--- config.mk ---
export PLATFORM = sky130hd
export DESIGN_NAME = tfsa_cfg
export DESIGN_NICKNAME = d
export VERILOG_FILES = /design/src/design/assert_macros.svh /design/src/design/tfsa_pkg.sv /design/src/design/tfsa_cfg.sv
export SDC_FILE = /design/constraint.sdc
export NUM_CORES = 1
export LEC_CHECK = 0
export ABC_AREA = 1
export BUFFER_PORTS_ARGS = -buffer_cell sky130_fd_sc_hd__buf_2
export CAP_MARGIN = 15
export CORE_MARGIN = 3
export CORE_UTILIZATION = 51
export CTS_BUF_LIST = sky130_fd_sc_hd__clkbuf_16
export DETAILED_ROUTE_END_ITERATION = 16
export PLACE_DENSITY = 0.81
export SLEW_MARGIN = 20
export SYNTH_ARGS = -nofsm -noshare
export SYNTH_HDL_FRONTEND = slang
export SYNTH_SLANG_ARGS = --single-unit
--- constraint.sdc ---
create_clock -name clk -period 2 [get_ports clk]
set_input_delay 0.1 -clock clk [delete_from_list [all_inputs] [get_ports clk]]
set_output_delay 0.1 -clock clk [all_outputs]
set_load 0.1 [all_outputs]
--- src/design/assert_macros.svh ---
// Assertion macros shared by the thermal smoother RTL.
// Used by the top level; expects clk and rst_n in scope at the point of use.
`ifndef ASSERT_MACROS_SVH
`define ASSERT_MACROS_SVH
`ifndef SYNTHESIS
// Property checked on every clock edge outside reset
`define TFSA_ASSERT(label, prop) \
  label: assert property (@(posedge clk) disable iff (!rst_n) prop) \
    else $error("tfsa assertion failed");
// Condition in one cycle implies a condition in the next cycle
`define TFSA_ASSERT_NEXT(label, cond, post) \
  label: assert property (@(posedge clk) disable iff (!rst_n) (cond) |=> (post)) \
    else $error("tfsa assertion failed");
`else
`define TFSA_ASSERT(label, prop)
`define TFSA_ASSERT_NEXT(label, cond, post)
`endif
`endif

--- src/design/tfsa_pkg.sv ---
// Package for the thermal frame smoother: beat types, config register map,
// reset values and the 16-bit saturation helper. No dependencies.
`timescale 1ns / 1ps

package tfsa_pkg;

  // input beat: one raw pixel
  typedef struct packed {
    logic signed [15:0] sample;
    logic               frame_end;
  } in_beat_t;

  // output beat: smoothed pixel plus display range on the last pixel
  typedef struct packed {
    logic signed [15:0] smoothed;
    logic               range_valid;
    logic signed [15:0] range_min;
    logic signed [15:0] range_max;
  } out_beat_t;

  // configuration register contents
  typedef struct packed {
    logic        [7:0]  smoothing_alpha;
    logic signed [15:0] valid_low;
    logic signed [15:0] valid_high;
    logic        [14:0] min_span;
    logic        [14:0] max_span;
    logic signed [15:0] empty_min;
    logic signed [15:0] empty_max;
  } cfg_t;

  // pipeline moves, shared between the stage modules
  typedef struct packed {
    logic load;   // beat accepted into stage 1
    logic adv1;   // stage 1 -> stage 2
    logic adv2;   // stage 2 -> stage 3
    logic adv3;   // stage 3 -> output register
  } pipe_ctl_t;

  // register map, word index = paddr[4:2]
  localparam int unsigned CFG_ADDR_W = 5;

  typedef enum logic [2:0] {
    REG_ALPHA      = 3'd0,
    REG_VALID_LOW  = 3'd1,
    REG_VALID_HIGH = 3'd2,
    REG_MIN_SPAN   = 3'd3,
    REG_MAX_SPAN   = 3'd4,
    REG_EMPTY_MIN  = 3'd5,
    REG_EMPTY_MAX  = 3'd6
  } reg_idx_t;

  localparam cfg_t CFG_RESET = '{
    smoothing_alpha: 8'd179,
    valid_low:       -16'sd640,
    valid_high:      16'sd4800,
    min_span:        15'd80,
    max_span:        15'd1600,
    empty_min:       16'sd4800,
    empty_max:       -16'sd640
  };

  // clamp a 19-bit signed value into 16 bits
  function automatic logic signed [15:0] sat16(input logic signed [18:0] v);
    if (v > 19'sd32767) begin
      return 16'sh7fff;
    end else if (v < -19'sd32768) begin
      return 16'sh8000;
    end else begin
      return v[15:0];
    end
  endfunction

endpackage

--- src/design/tfsa_cfg.sv ---
// APB-style configuration registers of the thermal smoother.
// Depends on tfsa_pkg (cfg_t, register map, reset values).
`timescale 1ns / 1ps

module tfsa_cfg import tfsa_pkg::*; (
  input  logic                  clk,
  input  logic                  rst_n,
  input  logic                  psel,
  input  logic                  penable,
  input  logic                  pwrite,
  input  logic [CFG_ADDR_W-1:0] paddr,
  input  logic [31:0]           pwdata,
  output logic [31:0]           prdata,
  output logic                  pready,
  output cfg_t                  cfg
);

  cfg_t     cfg_r;
  cfg_t     cfg_nxt;
  reg_idx_t idx;
  logic     wr_en;

  assign idx    = reg_idx_t'(paddr[CFG_ADDR_W-1:2]);
  assign wr_en  = psel && penable && pwrite;
  assign pready = 1'b1;

  // write decode; addresses past the map are ignored
  always_comb begin
    cfg_nxt = cfg_r;
    if (wr_en) begin
      unique case (idx)
        REG_ALPHA:      cfg_nxt.smoothing_alpha = pwdata[7:0];
        REG_VALID_LOW:  cfg_nxt.valid_low       = pwdata[15:0];
        REG_VALID_HIGH: cfg_nxt.valid_high      = pwdata[15:0];
        REG_MIN_SPAN:   cfg_nxt.min_span        = pwdata[14:0];
        REG_MAX_SPAN:   cfg_nxt.max_span        = pwdata[14:0];
        REG_EMPTY_MIN:  cfg_nxt.empty_min       = pwdata[15:0];
        REG_EMPTY_MAX:  cfg_nxt.empty_max       = pwdata[15:0];
        default:        cfg_nxt = cfg_r;
      endcase
    end
  end

  always_ff @(posedge clk) begin
    if (!rst_n) begin
      cfg_r <= CFG_RESET;
    end else begin
      cfg_r <= cfg_nxt;
    end
  end

  // read mux, signed registers sign-extended
  always_comb begin
    prdata = '0;
    unique case (idx)
      REG_ALPHA:      prdata = {24'd0, cfg_r.smoothing_alpha};
      REG_VALID_LOW:  prdata = {{16{cfg_r.valid_low[15]}}, cfg_r.valid_low};
      REG_VALID_HIGH: prdata = {{16{cfg_r.valid_high[15]}}, cfg_r.valid_high};
      REG_MIN_SPAN:   prdata = {17'd0, cfg_r.min_span};
      REG_MAX_SPAN:   prdata = {17'd0, cfg_r.max_span};
      REG_EMPTY_MIN:  prdata = {{16{cfg_r.empty_min[15]}}, cfg_r.empty_min};
      REG_EMPTY_MAX:  prdata = {{16{cfg_r.empty_max[15]}}, cfg_r.empty_max};
      default:        prdata = '0;
    endcase
  end

  assign cfg = cfg_r;

endmodule

Word level (Yosys, flattened, before mapping)
Index checks and enable logic that the tools add are counted.
Widths: inputs -> output; s select.

cells by class
  equal/unequal tests = 6
  multiplexer cells = 1
  reductions and logical operators = 10

operator list
  kind                number
  $pmux 32 s7         1
  $reduce_and 2->1    7
  $eq 3x3->1 const B  3
  $eq 3x2->1 const B  2
  $eq 3x1->1 const B  1
  $logic_not 3->1     1
  $logic_and 1x1->1   2

storage, ports and cells
  register bits after elaboration = 102
  input bits = 42
  output and inout bits = 135
  word-level logic and storage cells = 24

Logic depth before layout (Yosys ltp)
  word-level depth = 3
  gate-level depth with buffers = 9
  gate-level depth less buffers = 7

Worst setup path after synthesis
No wires, ideal clock.

  kind = register to output
  start = register cfg_r, in the netlist cfg[15]
  end = output port prdata[16]
  data arrival time = 2.808 ns
  required time = 1.900 ns
  setup slack = -0.908 ns
  stages on the path, launching flop included = 4
  path buffers = 1
  cell sequence = dfxtp_1 nand4_1 nand4_1 buf_4

on the way
  cells in the longest elaborated chain, start to end = 1

RTL lines
  element                 RTL line        source
  from (decl)             tfsa_cfg.sv:18  cfg_t cfg_r;
  from (signal assigned)  tfsa_cfg.sv:48  cfg_r <= cfg_nxt;
  $pmux 32 s7             tfsa_cfg.sv:55  unique case (idx)
  to (decl)               tfsa_cfg.sv:13  output logic [31:0] prdata,

Every way passes these cells.

Worst setup path after layout
  start = input port paddr[3]
  end = output port prdata[18]

on the way
  cells in the longest elaborated chain, start to end = 2
  elaborated cells between the ends (all ways) = 8
  classes of those cells = eq/ne: 6; mux: 1; reduce/logical: 1

RTL lines
  element                                   RTL line        source
  from (decl)                               tfsa_cfg.sv:11  input logic [CFG_ADDR_W-1:0] paddr,
  $eq 3x3->1, or another cell as far along  tfsa_cfg.sv:55
  $pmux 32 s7 *                             tfsa_cfg.sv:55

Mark *: on every way between the ends. The rest lies on a longest branch, timed or not.

==> summary.md <==
| Metric | Value |
|---|---|
| Syn Area/Cell | 6.501 um2 |
| Status | finished, final reports clean |
| PD cells | just under 800 mW/mm2 |
| Commonest non-fill, non-tap cell in the layout | nand2_1 |
| Most frequent cells in the layout | nand2_1 (257), nor2_1 (168), buf_2 (133) |
| Antenna-violating nets left | 0 |
| Starting Density | 0.5270 |
| DR iter-0 viols | 480 |
| Placed cell count | 1043 |
| Antenna diodes | 0 |
| Synth area leaders | dfxtp_1 (39%), nand2_1 (19%), nor2_1 (12%) |
| Vias/cell | 5.346 |
| Startpoint types | input pin |
| Post-cts resize count | 0 |
| HP Start | pwdata[15] |
| Internal power | 0.003557 W |
| Leakage | 3.283 nW |
| FP Rows | 36 |
| RSZ-0062 raised after global routing | false |
| Routability cong. | 0.9147 |
| Tot GR Track Use | 0.2808 |
| Final Util | 0.6786 |
| Worst Tran Pin Value | 0.5746 ns |
| RR Endpoint | cfg[22] |
| Number of synthesized register bits | between 100 and 150 |
| Seq/Total Area, Yosys | 0.3946 |
| Worst R2R Path Depth | 2 |
| Share of power burned in registers | 0.396 |
| Final clock skew | 0 ns |
| End of the worst hold path | cfg[15] |
| Syn nets | 838 |
| Tot Pwr | about 0.0052 W |
| Sw Ratio | 0.3215 |
| Fill count | 864 |
| Hold Crit Depth | 3 |
| CTS Root Buffer Type | clkbuf_16 |
| Max rail drop VDD | approximately 0.0005 V |
| Die Y | about 110 um |
| DP HPWL | ~12000 um |
| Synth unique cells | 20 |
| Gate Count Post-Synth | 796 |
| CTS tree | yes |
| Crit path time final | about 1.8 ns |
| DR pass1 iterations | 7 |
| Clock network power share | 0.375 |
| Critical Path Fanout Max | 17 |
| Core area | between 0.009 and 0.01 mm2 |
| Global-route wire length before repair | 25490 um |
| Final Hold Viols | 0 |
| Reg-to-Reg Start | cfg[22] |
| Largest net degree at the start of global routing | 42 |
| CTS buffer count | 9 |
| Die X-Extent | around 110 um |
| Routed len/inst | 15.28 um |
| Postcts setup bufs | 0 |
| Crit path DAT | roughly 1.7 ns |
| DRC viols | 0 |
| Slew HR | 0.6169 |
| Fmax achieved | about 560 MHz |
| Fraction of layout cells with a size suffix above 1 | 0.2373 |
| Die ar. | 0.01139 mm2 |
| Final setup viols | 0 |
| Routed wire length | 16200 um |
| Crit share post-route | 0.8917 |
| Kind of critical path | input pin to output pin |
| CTS sink cnt | 102 |
| Worst Hold Class | input pin to register |
| Post-synth top area cell | dfxtp_1 |
| Layout area overhead | 28.77% |
| CP Capture Type | output pin |
| H-tree Lvls | 3 |
| Placed cell areas | ~0.0063 mm2 |
| Yosys top cell area share | 0.3946 |
| IO Port Bufs | roughly 160 |
| Largest register FFs | 102 |
| Gr ovfl total | 0 |
| Vias in the first global route | 5055 |
| Final Instance Area | 0.006664 mm2 |
| YS warnings | 0 |
| # IOs | 177 |
| Worst-skew pair later-pin latency | 0.34 ns |
| Clock buffer depth | 2 |
| Count of pins over their slew limit | 0 |
| CP Data Required Time | roughly 1.9 ns |
| Max Cap Violations | 0 |
| Initial antenna violation count | 0 |
| Reg clk slew, reported paths | roughly 0.060 ns |
| Cell area after synthesis | 0.005175 mm2 |
| Nets | 966 |
| Via count | 5667 |
| Logic pwr share | 0.229 |
| Post-Layout Cell Count | 1060 |
| R2R setup slack | around 1.4 ns |
| NetSw | 0.001686 W |
## area by class of cell
cell class	instances	area, um2	area share
inverters	35	131.4	0.01971
flip-flops and latches	102	2049	0.3075
clock buffers	9	225.2	0.03380
multi-input cells	591	2590	0.3887
clock inverters	5	100.1	0.01502
repair buffers	185	1401	0.2103
well taps	133	166.4	0.02497
## worst max path at each step
stage / start / end / slack [ns] / cells past startpoint
final: paddr[3] / prdata[18] / 0.22 / 9
after global routing: paddr[3] / prdata[18] / 0.10 / 9
after CTS: paddr[3] / prdata[25] / 0.24 / 9
after detailed placement: paddr[3] / prdata[18] / 0.25 / 9
after global placement: paddr[3] / prdata[18] / 0.27 / 9
after floorplan: paddr[2] / prdata[16] / -0.66 / 8
## metal layers
| metal | vias up | track usage | wire, um |
|---|---|---|---|
| met2 | 296 | 0.4438 | 7555 |
| met1 | 2566 | 0.3846 | 6718 |
| li1 | 2769 | - | - |
| met3 | 36 | 0.05539 | 1566 |
| met4 | 0 | 0.09498 | 357 |
| met5 | - | 0 | 0 |
## cell families (layout without fill, tap and decap cells)
group	after synthesis	in the layout	synth area share
DFF	102	102	0.3946
buffers and inverters	103	234	0.1059
and+or+nand+nor	578	578	0.4872
other	1	1	0.0007246
AOI/OAI and AO/OA	12	12	0.01161
## stage by stage
stage	TNS, ns	hold slack [ns]	setup slack [ns]
5_1_grt	0	0.03914	0.1008
3_5_place_dp	0	0.3359	0.2518
2_1_floorplan	-10.63	0.2261	-0.6641
4_1_cts	0	0.01253	0.2397
3_3_place_gp	0	0.3311	0.2708
6_report	0	0.01668	0.2166
## repair_timing
item,in CTS,in global routing
hold endpoints to repair,3,0
hold buffers,3,0
setup endpoints to repair,0,0
## cell usage after synthesis
library cell / count
buf_1: 3
buf_2: 12
buf_4: 31
buf_6: 4
clkbuf_1: 18
conb_1: 1
dfxtp_1: 102
inv_1: 32
inv_2: 3
nand2_1: 257
nand2_2: 1
nand3_1: 93
nand3_2: 2
nand3_4: 3
nand4_1: 42
nor2_1: 168
nor2_2: 5
nor2_4: 6
nor2_8: 1
o21ai_0: 12
## power groups by stage
stage	clock, W	combinational (W)	sequential (W)
2_1_floorplan	0	0.000697	0.00231
3_3_place_gp	0	0.00118	0.00212
3_5_place_dp	0	0.00119	0.00212
4_1_cts	0.00196	0.00119	0.00208
5_1_grt	0.00203	0.00125	0.00208
6_report	0.00197	0.00120	0.00208
## critical path, cell delays in order
cell     delay, ns
buf_2         0.30
buf_4         0.28
nand2_1       0.08
nor2_2        0.10
buf_4         0.17
nand2_1       0.06
nand4_1       0.13
buf_12        0.24
buf_12        0.21
No activity file was read; power rests on OpenSTA's default activity.
