**src/design/assert_macros.svh**
```systemverilog
// Assertion macros shared by the thermal smoother RTL.
// Used by the top level; expects clk and rst_n in scope at the point of use.
`ifndef ASSERT_MACROS_SVH
`define ASSERT_MACROS_SVH
`ifndef SYNTHESIS
// Property checked on every clock edge outside reset
`define TFSA_ASSERT(label, prop) \
  label: assert property (@(posedge clk) disable iff (!rst_n) prop) \
    else $error("tfsa assertion failed");
// Condition in one cycle implies a condition in the next cycle
`define TFSA_ASSERT_NEXT(label, cond, post) \
  label: assert property (@(posedge clk) disable iff (!rst_n) (cond) |=> (post)) \
    else $error("tfsa assertion failed");
`else
`define TFSA_ASSERT(label, prop)
`define TFSA_ASSERT_NEXT(label, cond, post)
`endif
`endif

```
**src/design/tfsa_pkg.sv**
```systemverilog
// Package for the thermal frame smoother: beat types, config register map,
// reset values and the 16-bit saturation helper. No dependencies.
`timescale 1ns / 1ps

package tfsa_pkg;

  // input beat: one raw pixel
  typedef struct packed {
    logic signed [15:0] sample;
    logic               frame_end;
  } in_beat_t;

  // output beat: smoothed pixel plus display range on the last pixel
  typedef struct packed {
    logic signed [15:0] smoothed;
    logic               range_valid;
    logic signed [15:0] range_min;
    logic signed [15:0] range_max;
  } out_beat_t;

  // configuration register contents
  typedef struct packed {
    logic        [7:0]  smoothing_alpha;
    logic signed [15:0] valid_low;
    logic signed [15:0] valid_high;
    logic        [14:0] min_span;
    logic        [14:0] max_span;
    logic signed [15:0] empty_min;
    logic signed [15:0] empty_max;
  } cfg_t;

  // pipeline moves, shared between the stage modules
  typedef struct packed {
    logic load;   // beat accepted into stage 1
    logic adv1;   // stage 1 -> stage 2
    logic adv2;   // stage 2 -> stage 3
    logic adv3;   // stage 3 -> output register
  } pipe_ctl_t;

  // register map, word index = paddr[4:2]
  localparam int unsigned CFG_ADDR_W = 5;

  typedef enum logic [2:0] {
    REG_ALPHA      = 3'd0,
    REG_VALID_LOW  = 3'd1,
    REG_VALID_HIGH = 3'd2,
    REG_MIN_SPAN   = 3'd3,
    REG_MAX_SPAN   = 3'd4,
    REG_EMPTY_MIN  = 3'd5,
    REG_EMPTY_MAX  = 3'd6
  } reg_idx_t;

  localparam cfg_t CFG_RESET = '{
    smoothing_alpha: 8'd179,
    valid_low:       -16'sd640,
    valid_high:      16'sd4800,
    min_span:        15'd80,
    max_span:        15'd1600,
    empty_min:       16'sd4800,
    empty_max:       -16'sd640
  };

  // clamp a 19-bit signed value into 16 bits
  function automatic logic signed [15:0] sat16(input logic signed [18:0] v);
    if (v > 19'sd32767) begin
      return 16'sh7fff;
    end else if (v < -19'sd32768) begin
      return 16'sh8000;
    end else begin
      return v[15:0];
    end
  endfunction

endpackage

```
**src/design/tfsa_range.sv**
```systemverilog
// Running min/max over the valid window and display range adjustment.
// Depends on tfsa_pkg (cfg_t, out_beat_t, pipe_ctl_t, sat16).
`timescale 1ns / 1ps

module tfsa_range import tfsa_pkg::*; (
  input  logic               clk,
  input  logic               rst_n,
  input  pipe_ctl_t          ctl,
  input  cfg_t               cfg,
  input  logic signed [15:0] s2_smoothed,
  input  logic               s2_frame_end,
  output out_beat_t          result
);

  logic signed [15:0] run_min_r;
  logic signed [15:0] run_max_r;

  logic signed [15:0] s3_sm_r;
  logic               s3_fe_r;
  logic signed [15:0] s3_lo_r;
  logic signed [15:0] s3_hi_r;

  logic               in_win;
  logic signed [15:0] lo2;
  logic signed [15:0] hi2;

  logic signed [16:0] span;
  logic signed [16:0] mn17;
  logic signed [16:0] mx17;
  logic               wide;
  logic               narrow;
  logic signed [16:0] hi_wid;
  logic signed [17:0] sum_w;
  logic signed [18:0] dlo;
  logic signed [18:0] dhi;
  logic signed [15:0] lo_n;
  logic signed [15:0] hi_n;
  logic signed [15:0] lo_f;
  logic signed [15:0] hi_f;

  // stage 2: fold this pixel into the running extremes
  assign in_win = (s2_smoothed >= cfg.valid_low) && (s2_smoothed <= cfg.valid_high);
  assign lo2    = (in_win && (s2_smoothed < run_min_r)) ? s2_smoothed : run_min_r;
  assign hi2    = (in_win && (s2_smoothed > run_max_r)) ? s2_smoothed : run_max_r;

  // extremes restart from the empty values after the last pixel
  always_ff @(posedge clk) begin
    if (!rst_n) begin
      run_min_r <= CFG_RESET.empty_min;
      run_max_r <= CFG_RESET.empty_max;
    end else if (ctl.adv2) begin
      if (s2_frame_end) begin
        run_min_r <= cfg.empty_min;
        run_max_r <= cfg.empty_max;
      end else begin
        run_min_r <= lo2;
        run_max_r <= hi2;
      end
    end
  end

  always_ff @(posedge clk) begin
    if (ctl.adv2) begin
      s3_sm_r <= s2_smoothed;
      s3_fe_r <= s2_frame_end;
      s3_lo_r <= lo2;
      s3_hi_r <= hi2;
    end
  end

  // stage 3: widen to min_span, then narrow to max_span about the center
  assign mn17   = {2'b00, cfg.min_span};
  assign mx17   = {2'b00, cfg.max_span};
  assign span   = {s3_hi_r[15], s3_hi_r} - {s3_lo_r[15], s3_lo_r};
  assign wide   = span < mn17;
  assign narrow = wide ? (mn17 > mx17) : (span > mx17);
  assign hi_wid = {s3_lo_r[15], s3_lo_r} + mn17;
  assign sum_w  = wide ? ({s3_lo_r[15], s3_lo_r, 1'b0} + {3'b000, cfg.min_span})
                       : ({{2{s3_lo_r[15]}}, s3_lo_r} + {{2{s3_hi_r[15]}}, s3_hi_r});

  // low = floor((sum - max)/2), high = low + max = floor((sum + max)/2)
  assign dlo  = {sum_w[17], sum_w} - {4'b0000, cfg.max_span};
  assign dhi  = {sum_w[17], sum_w} + {4'b0000, cfg.max_span};
  assign lo_n = sat16({dlo[18], dlo[18:1]});
  assign hi_n = sat16({dhi[18], dhi[18:1]});

  always_comb begin
    if (narrow) begin
      lo_f = lo_n;
      hi_f = hi_n;
    end else if (wide) begin
      lo_f = s3_lo_r;
      hi_f = sat16({{2{hi_wid[16]}}, hi_wid});
    end else begin
      lo_f = s3_lo_r;
      hi_f = s3_hi_r;
    end
  end

  // range fields only carry data on the last pixel
  always_comb begin
    result.smoothed    = s3_sm_r;
    result.range_valid = s3_fe_r;
    result.range_min   = s3_fe_r ? lo_f : 16'sd0;
    result.range_max   = s3_fe_r ? hi_f : 16'sd0;
  end

endmodule
```
**config.mk**
```make
export PLATFORM = sky130hd
export DESIGN_NAME = tfsa_range
export DESIGN_NICKNAME = d
export VERILOG_FILES = /design/src/design/assert_macros.svh /design/src/design/tfsa_pkg.sv /design/src/design/tfsa_range.sv
export SDC_FILE = /design/constraint.sdc
export NUM_CORES = 1
export LEC_CHECK = 0
export BUFFER_PORTS_ARGS = -buffer_cell sky130_fd_sc_hd__buf_4
export CAP_MARGIN = 20
export CORE_UTILIZATION = 50
export CTS_BUF_LIST = sky130_fd_sc_hd__clkbuf_2
export DETAILED_ROUTE_END_ITERATION = 7
export PLACE_DENSITY = 0.71
export SLEW_MARGIN = 10
export SYNTH_ARGS = -nofsm -noshare
export SYNTH_HDL_FRONTEND = slang
export SYNTH_SLANG_ARGS = --single-unit
```
**constraint.sdc**
```tcl
create_clock -name clk -period 11.55 [get_ports clk]
set_input_delay 2.8875 -clock clk [delete_from_list [all_inputs] [get_ports clk]]
set_output_delay 2.8875 -clock clk [all_outputs]
set_load 0.005 [all_outputs]
```
# Word level (Yosys, flattened, before mapping)
# Index checks and enable logic that the tools add are counted.
# classes
n_addsub,6
order_cmp,13
mux,17
n_reduce_logical,3
# ops
operator,n
$mux W16,15
$gt A18 B16 Y1 const B,2
$lt A18 B16 Y1 const B,2
$add A16 B16 Y17,2
$add A18 B16 Y19,1
$sub A18 B16 Y19,1
$add A17 B16 Y18,1
$mux W18,1
$gt A17 B16 Y1,1
$gt A17 B16 Y1 const B,1
$lt A17 B16 Y1,1
$lt A17 B16 Y1 const B,1
$sub A16 B16 Y17,1
$ge A16 B16 Y1,1
$gt A16 B16 Y1,1
$le A16 B16 Y1,1
$lt A16 B16 Y1,1
$gt A15 B15 Y1,1
$logic_and A1 B1 Y1,3
$mux W1,1
# totals
register_bits,81

# Logic depth before layout (Yosys ltp)
# Gate-level depths: netlist of the first run.
# logic_depth
ltp_word,9
depth_mapped,39
depth_no_buf,35

# Worst setup path after synthesis of the first run
# OpenSTA, ideal clock, no wires.
# synth_path
kind,in2out
startpoint,in cfg[54] in the netlist's numbering
endpoint,out result[10] in the netlist's numbering
arrival_ns,7.573
required_ns,8.663
setup_slack_ns,1.090
path_stages,24
cell_sequence,inv_1 > ha_1 > and4_1 > nand2_1 > o2111ai_1 > o31a_1 > o21bai_4 > nand2_1 > clkbuf_1 > clkbuf_1 > o21ai_0 > ha_1 > buf_4 > o21bai_1 > a21oi_1 > o21bai_1 > a211o_1 > a221oi_1 > o41ai_1 > nor2b_1 > nor3_1 > o311ai_4 > buf_6 > o211ai_2
# synth_lines
element,line,source
from (decl),tfsa_range.sv:9,"input cfg_t cfg,"
to (decl),tfsa_range.sv:12,output out_beat_t result

==> flow_summary.ini, run 1 <==
[status]
status = complete, no violations

[sta]
fmax_mhz = 89.2
fin_skew_ns = 0.0376
setup-tns-final_ns = 0
setup_viol = 0
finalCritPeriodShare_pct = 97.1
worstMarginPinSlew_ns = 0.883
period_needed_ns = 11.21
max_slew_margin_pct = 41.1
holdWs_ns = 0.526
report.final.hold_viol_count = 0
report.final.slew_viol_count = 0
rsz0062_at_grt = no

[yosys]
synth_top_area_share_pct = 21.0
ys_ff_latch = 81
synth_edf_count = 49
ys_types = 89
syn_avg_cell_area_um2 = 8.08
ys_warn_count = 0
synth-seq-area-share_pct = 18.1
synth_nets = 1774
yosysTopAreaCell = ha_1
dominantRegCellSynth = edfxtp_1
netlist_top_cells_count = 196 x ha_1, 151 x inv_1, 117 x o21ai_0
syn_inst = 1447
synth.most_common_cell = ha_1
synth_area_leaders = ha_1 21%, edfxtp_1 13%, dfxtp_1 5.5%
synthArstFlopShare_pct = 0
syn_area_um2 = 11700

[setup_path]
rr_endpoint = s3_hi_r[7]
crit_top_cell = nand2_1
start_kind = register
r2r_slack_ns = 8.19
crit_arrival_ns = 8.32
reg2reg_depth = 13
critPathLaunch = s3_lo_r[3]
critPathCaptureType = primary output
setup.worst_path.class = register to primary output
cp_max_fo = 15
critPathRequiredTime_ns = 8.66
rr_startpoint = run_max_r[2]
slowest_stage = edfxtp_1
cpPeakStageDelay_ns = 0.55

[detailed_routing]
highest_layer = met4
wirelength_um = 34900
num_vias = 11250
firstDrtPassIters = 5
wl_met1_um = 15300
dr_wl_met2_um = 16500
drt_iter0_drc = 863
avgViaCountPerCell = 5.93
met3RoutedLength_um = 2280
drc = 0
wire_per_inst_um = 18.4
ant_nets = 0

[die]
core-area_um2 = 22800
fp.dieH_um = 155
initial_utilization_pct = 51.4
placementRows = 55
floorplan.die_area_um2 = 24000
dieWidth_um = 155
ios = 174

[global_routing]
antenna_found_initial = 0
grt_pass1_vias = 10974
grt_overflow = 0
grt_start_max_net_pins = 80
grt_pass1_wl_um = 55300
grt.total_usage_pct = 29.0

[pwr]
power.total_mw = 2.47
peakVddDrop_uv = 112
power_density_nw_per_um2 = 186
p_leak_nw = 6.24

[clocking]
cts_tree = done
clk_path_buf_depth = 2
insertion_delay_ns = 0.57
cts_inserted_buffers = 9
cts_sinks = 81
ctsHtreeMaxLevel = 3
clk_pin_slew_ns = 0.25
cts_hold_buf = 0
root_buffer = clkbuf_2

[min_path]
hold_start = run_min_r[10]
hold_path_depth = 2
hold-path-endpoint = run_min_r[10]
hp-class = register to register

[finish]
stdcell_count = 1896
final.fill_count = 2129
num-nets-final = 1905
utilization_pct = 58.4
drive_above_1_share_pct = 17.5
antenna_cells = 0
synthToLayoutAreaGrowth_pct = 13.6

[placement]
hpwlAfterDp_um = 28600
portBuffers = 162
gp_congestion = 0.950
place_inst = 1879

[job]
drv_cap = 0
-- placed cells by master, fill, tap and decap left out, types with 40 or more instances in the layout --
master | netlist | layout
a21oi_1 | 114 | 114
nand2_1 | 96 | 95
edfxtp_1 | 49 | 49
inv_1 | 151 | 151
nor2_1 | 95 | 95
xnor2_1 | 54 | 54
buf_4 | 6 | 181
a21o_1 | 40 | 40
o21ai_0 | 117 | 115
ha_1 | 196 | 196
-- cell families after synthesis --
| kind of cell | synth area share [%] |
|---|---|
| DFF | 18.1 |
| and+or+nand+nor | 15.0 |
| xor gates and xnor gates | 5.32 |
| AOI/OAI and AO/OA | 28.7 |
| buffers and inverters | 7.54 |
| adders and majority gates | 22.0 |
| muxes | 3.38 |
-- through the flow --
step / instance area [um^2] / worst slack (ns)
detailed placement: 13200 / 0.157
global placement: 13100 / 0.211
floorplan: 11700 / 1.09
finish: 13300 / 0.339
CTS: 13300 / 0.182
global route: 13300 / 0.00450
-- worst max path at each step --
| stage | endpoint | slack (ns) | depth (start not counted) |
|---|---|---|---|
| after global routing | result[16] | 0.004 | 36 |
| after floorplan | result[10] | 1.09 | 24 |
| after detailed placement | result[14] | 0.16 | 23 |
| after CTS | result[2] | 0.18 | 35 |
| after global placement | result[14] | 0.21 | 23 |
| final | result[16] | 0.34 | 34 |
-- sequential cells by signal, summed over array words and instances, names as in the netlist --
signal,count
run_min_r,16
s3_sm_r,16
s3_hi_r,16
s3_lo_r,16
run_max_r,16
s3_fe_r,1
-- metal layers --
metal	GRT usage, %	up-vias
met1	36.8	5273
met2	51.3	396
met3	3.73	52
met5	0	-
met4	8.06	0
li1	-	5529
-- cell type report --
type | count | area, um^2 | area share (%)
multi-input combinational | 1152 | 8740 | 65.7
timing repair buffer | 182 | 1380 | 10.4
tap | 313 | 392 | 2.95
inverter | 152 | 571 | 4.29
clock buffer | 10 | 50.0 | 0.377
sequential | 81 | 2110 | 15.9
clock inverter | 6 | 50.0 | 0.377
-- critical path, delay by kind of cell (launching register included) --
kind	cells	cell delay, ns
buf+inv	4	0.53
fa+ha+maj	3	1.20
compound gates	17	3.65
mux	1	0.14
flops	1	0.55
simple gates	8	1.42
xor+xnor	1	0.27
-- report_power, final --
group | internal [mW] | switching, mW | leakage, nW
Sequential | 0.339 | 0.0293 | 0.742
Clock | 0.0314 | 0.108 | 0.0591
Combinational | 0.841 | 1.12 | 5.44
Total | 1.21 | 1.26 | 6.24
-- timing repair --
item                                    in CTS  in global routing
endpoints found under the setup margin      10                 30
resized for setup                            1                  5
buffers inserted                             1                  0
pin swaps                                    1                  0
Note: power is estimated with default switching activity, not from simulation.
==> run 2, diff against run 1 <==
Settings changed: ABC_AREA set to 1.
==> run 2 against run 1 <==
  * Worst hold slack worse by 0.029 ns
  * Register-to-register slack lost 0.02 ns
  * Die area increased by 0.65%
  * Via count rose by 8.9%
  * Synthesized cell count grew 23%
  * Critical endpoint is now result[3]
  * Largest cell class unchanged
  * Combinational power shrank 9%
==> flow_summary.ini, run 2 <==
[detailed_routing]
ant_nets = 0
wire_per_inst_um = 16.5
drc = 0
num_vias = 12250
firstDrtPassIters = 8
highest_layer = met4
wl_met1_um = 15300
met3RoutedLength_um = 2130
dr_wl_met2_um = 17700
avgViaCountPerCell = 5.51
drt_iter0_drc = 796
wirelength_um = 36700

[setup_path]
crit_arrival_ns = 7.88
critPathRequiredTime_ns = 8.66
rr_startpoint = run_max_r[3]
critPathLaunch = cfg[49]
critPathCaptureType = primary output
crit_top_cell = nand2_1
setup.worst_path.class = input port to primary output
slowest_stage = fa_1
cpPeakStageDelay_ns = 0.46
cp_max_fo = 21
start_kind = input port

[sta]
finalCritPeriodShare_pct = 93.2
setup_viol = 0
rsz0062_at_grt = no
holdWs_ns = 0.496
report.final.hold_viol_count = 0
max_slew_margin_pct = 42.5
worstMarginPinSlew_ns = 0.862
setup-tns-final_ns = 0
fin_skew_ns = 0.0277
report.final.slew_viol_count = 0
fmax_mhz = 92.9
setup_slack_ns = 0.785
period_needed_ns = 10.77

[clocking]
ctsHtreeMaxLevel = 3
root_buffer = clkbuf_2
clk_path_buf_depth = 2
cts_hold_buf = 0
insertion_delay_ns = 0.57
ctsResizeCount = 0
cts_sinks = 81
cts_inserted_buffers = 9
cts_tree = done
cts_setup_buffers = 0
clk_pin_slew_ns = 0.25

[job]
drv_cap = 0

[finish]
final_common_cell = nand2_1
utilization_pct = 58.4
final_area_um2 = 13300
drive_above_1_share_pct = 12.9
synthToLayoutAreaGrowth_pct = 13.3
num-nets-final = 2233
stdcell_count = 2225
layout_common_cells = 398 x nand2_1, 254 x inv_1, 199 x a21oi_1

[yosys]
ys_types = 53
synth_area_leaders = ha_1 21%, nand2_1 13%, edfxtp_1 12%
ys_warn_count = 0
synth_top_area_share_pct = 20.8
synth_edf_count = 49
syn_area_um2 = 11800
synthArstFlopShare_pct = 0
syn_avg_cell_area_um2 = 6.63
yosysTopAreaCell = ha_1
syn_inst = 1777
synth-seq-area-share_pct = 17.9
dominantRegCellSynth = edfxtp_1
ys_ff_latch = 81
synth_nets = 2104
netlist_top_cells_count = 398 x nand2_1, 254 x inv_1, 199 x a21oi_1
synth.most_common_cell = nand2_1

[min_path]
hold_start = run_min_r[2]
hp-class = register to register

[placement]
portBuffers = 162
placed_cell_area_um2 = 13200
hpwlAfterDp_um = 30200
place_inst = 2207
gp_congestion = 0.954
post-place-ws_ns = 0.807

[status]
status = complete, no violations

[global_routing]
antenna_found_initial = 1
grt_pass1_vias = 11700
grt_overflow = 0
grt_pass1_wl_um = 57500
grt.total_usage_pct = 30.3
grt_start_max_net_pins = 63

[pwr]
peakVddDrop_uv = 120
power_density_nw_per_um2 = 173
p_leak_nw = 7.06
power.total_mw = 2.31

[die]
fp.dieH_um = 155
dieWidth_um = 155
core-area_um2 = 22800
ios = 174
floorplan.die_area_um2 = 24200
placementRows = 55
initial_utilization_pct = 51.5
## run 2: cell types whose count changed after synthesis, sizes merged, moves of 20 or more
cell	before	now
xnor2	54	8
nand2b	25	0
o21a	24	2
nor2b	23	0
inv	152	262
nand3	23	125
o211ai	24	4
a21o	40	6
nand2	97	411
nor2	96	124
o221ai	38	2
xor2	17	51
a21oi	130	202
## run 2: final timing paths
| path | endpoint | slack (ns) | cells past startpoint |
|---|---|---|---|
| worst max-delay path | result[3] | 0.78 | 32 |
| worst min-delay path | run_min_r[2] | 0.50 | 2 |
| worst max register to register | run_max_r[1] | 8.17 | 16 |
| worst min register to register | run_min_r[2] | 0.50 | 2 |
## run 2: cell families after synthesis
family	share of synthesized area, %
AND/OR/NAND/NOR	26.6
XOR/XNOR	4.39
adder cells (fa/ha/maj)	21.8
buffers and inverters	10.8
AO/OA/AOI/OAI	18.2
multiplexers	0.266
flip-flops	17.9
## run 2: where the power goes
part | switching [mW] | internal, mW
clock network | 0.111 | 0.0550
registers | 0.0293 | 0.338
logic | 1.13 | 0.644
total | 1.27 | 1.04
## run 2: area by class of cell
| class | count | area (um^2) |
|---|---|---|
| multi-input cells | 1374 | 8390 |
| inverters | 266 | 998 |
| clock buffers | 9 | 45.0 |
| fillers | 2321 | 9500 |
| diodes | 1 | 2.50 |
| flip-flops and latches | 81 | 2110 |
| repair buffers | 174 | 1310 |
| clock inverters | 7 | 85.1 |
| well taps | 313 | 392 |
## run 2: layer usage
layer	up-vias	GRT usage (%)
met5	-	0
met4	0	13.8
met3	75	3.70
met2	397	54.3
met1	5588	36.0
li1	6190	-
## run 2: critical path, delay by kind of cell
kind,cells,cell delay (ns)
AND/OR/NAND/NOR,19,2.16
AO/OA/AOI/OAI,5,1.34
adder cells (fa/ha/maj),2,0.74
buffers and inverters,6,0.72
==> run 3, diff against run 2 <==
==> constraint.sdc (replaced) <==
create_clock -name clk -period 11.55 [get_ports clk]
set_input_delay 1.155 -clock clk [delete_from_list [all_inputs] [get_ports clk]]
set_output_delay 1.155 -clock clk [all_outputs]
set_load 0.005 [all_outputs]
==> run 3 against run 2 <==
  * Cell area fell by 0.29%
  * Combinational power barely moved
  * Clock-buffer cell count did not move
  * Non-clock buffer count fell by 4
  * Die area did not move
  * Clock skew fell by 0.0022 ns
  * Clock power fell by 14%
  * Flip-flop and latch count did not move
  * Sequential power barely moved
  * Critical path type is now register to primary output
  * Largest power group unchanged
  * Highest routed layer unchanged
==> flow_summary.ini, run 3 (synthesis gave the netlist of run 2 again) <==
[status]
status = complete, no violations

[pwr]
clkPwrFrac_pct = 6.3
power_density_nw_per_um2 = 171
power.share.sequential_pct = 16.2
p_int_mw = 1.00
p_switching_mw = 1.27
p_leak_nw = 7.03
peakVddDrop_uv = 111
power.total_mw = 2.27
switching_share_pct = 55.8
comb_power_share_pct = 77.5

[sta]
setup_viol = 0
fmax_mhz = 106
setup_slack_ns = 2.15
rsz0062_at_grt = no
setup-tns-final_ns = 0
worstMarginPinSlew_ns = 0.830
holdWs_ns = 0.496
max_slew_margin_pct = 44.6
fin_skew_ns = 0.0255
report.final.hold_viol_count = 0
finalCritPeriodShare_pct = 81.4
report.final.slew_viol_count = 0
period_needed_ns = 9.40

[setup_path]
cp_top_family = simple AND/OR/NAND/NOR gates
start_kind = register
setup.worst_path.class = register to primary output
crit_top_cell = nand2_1
crit_arrival_ns = 8.24
slowest_stage = o31ai_1
cp_max_fo = 41
critPathRequiredTime_ns = 10.40
worst-path-buf-inv = 5
cpPeakStageDelay_ns = 0.66
critPathCaptureType = primary output

[placement]
post-place-ws_ns = 2.98
portBuffers = 162
place_inst = 2203
placed_cell_area_um2 = 13200
gp_congestion = 0.921
hpwlAfterDp_um = 30400

[detailed_routing]
drc = 0
avgViaCountPerCell = 5.48
firstDrtPassIters = 6
num_vias = 12168
wire_per_inst_um = 16.8
drt_iter0_drc = 813
ant_nets = 0
wirelength_um = 37200

[die]
dieWidth_um = 155
core-area_um2 = 22800
floorplan.die_area_um2 = 24200
placementRows = 55
initial_utilization_pct = 51.5
ios = 174
fp.dieH_um = 155

[min_path]
hp-class = register to register

[finish]
layout_common_cells = 398 x nand2_1, 254 x inv_1, 199 x a21oi_1
final_area_um2 = 13300
num-nets-final = 2229
final_common_cell = nand2_1
stdcell_count = 2221
drive_above_1_share_pct = 12.7
synthToLayoutAreaGrowth_pct = 13.0
utilization_pct = 58.2

[global_routing]
grt.total_usage_pct = 30.9
antenna_found_initial = 1
grt_overflow = 0
grt_pass1_vias = 11760
grt_pass1_wl_um = 58300
grt_start_max_net_pins = 63

[clocking]
root_buffer = clkbuf_2
insertion_delay_ns = 0.57
cts_tree = done
cts_inserted_buffers = 9
cts_sinks = 81
clk_pin_slew_ns = 0.24
ctsHtreeMaxLevel = 3
clk_path_buf_depth = 2
ctsResizeCount = 0
cts_setup_buffers = 0
cts_hold_buf = 0

[job]
drv_cap = 0
## run 3: changes by cell type in the layout (fill, tap and decap cells not counted), sizes merged
cell      change
inv           -1
bufinv        -1
buf           -4
clkinvlp      +2
## run 3: path summary, 6_finish.rpt
kind	from	end	slack, ns	cells after the start
worst max-delay path	s3_lo_r[0]	result[11]	2.15	41
worst min-delay path	run_min_r[5]	run_min_r[5]	0.50	2
worst min register to register	run_min_r[5]	run_min_r[5]	0.50	2
worst max register to register	run_max_r[15]	run_max_r[9]	8.38	13
## run 3: power groups by stage
stage | Clock [mW] | Combinational (mW) | Sequential (mW)
floorplan | 0 | 1.25 | 0.361
global placement | 0 | 1.71 | 0.374
detailed placement | 0 | 1.74 | 0.374
CTS | 0.147 | 1.74 | 0.368
global route | 0.157 | 1.96 | 0.372
finish | 0.142 | 1.76 | 0.369
## run 3: layer usage
layer,track usage (%),vias to the layer above,share of wire (%)
li1,-,6178,-
met1,37.0,5553,42
met2,56.4,362,49
met3,2.70,75,5.0
met4,12.5,0,3.5
met5,0,-,0
## run 3: final cells by class
cell class / count / area, um^2
Inverter: 266 / 998
Timing Repair Buffer: 170 / 1300
Fill cell: 2292 / 9540
Clock inverter: 7 / 63.8
Sequential cell: 81 / 2110
Antenna cell: 1 / 2.50
Multi-Input combinational cell: 1374 / 8390
Tap cell: 313 / 392
Clock buffer: 9 / 45.0
## run 3: worst register-to-register path, cell delays in order (launching register included)
cell and delay, ns:
dfxtp_1 0.41, inv_1 0.05, ha_1 0.34, nand4_1 0.13, nor2_1 0.27, inv_1 0.07, nor4b_1 0.58, nor2_1 0.11
buf_4 0.23, nand2_1 0.49, nand2_1 0.10, nand2_1 0.13, o21ai_0 0.09, a21oi_1 0.13
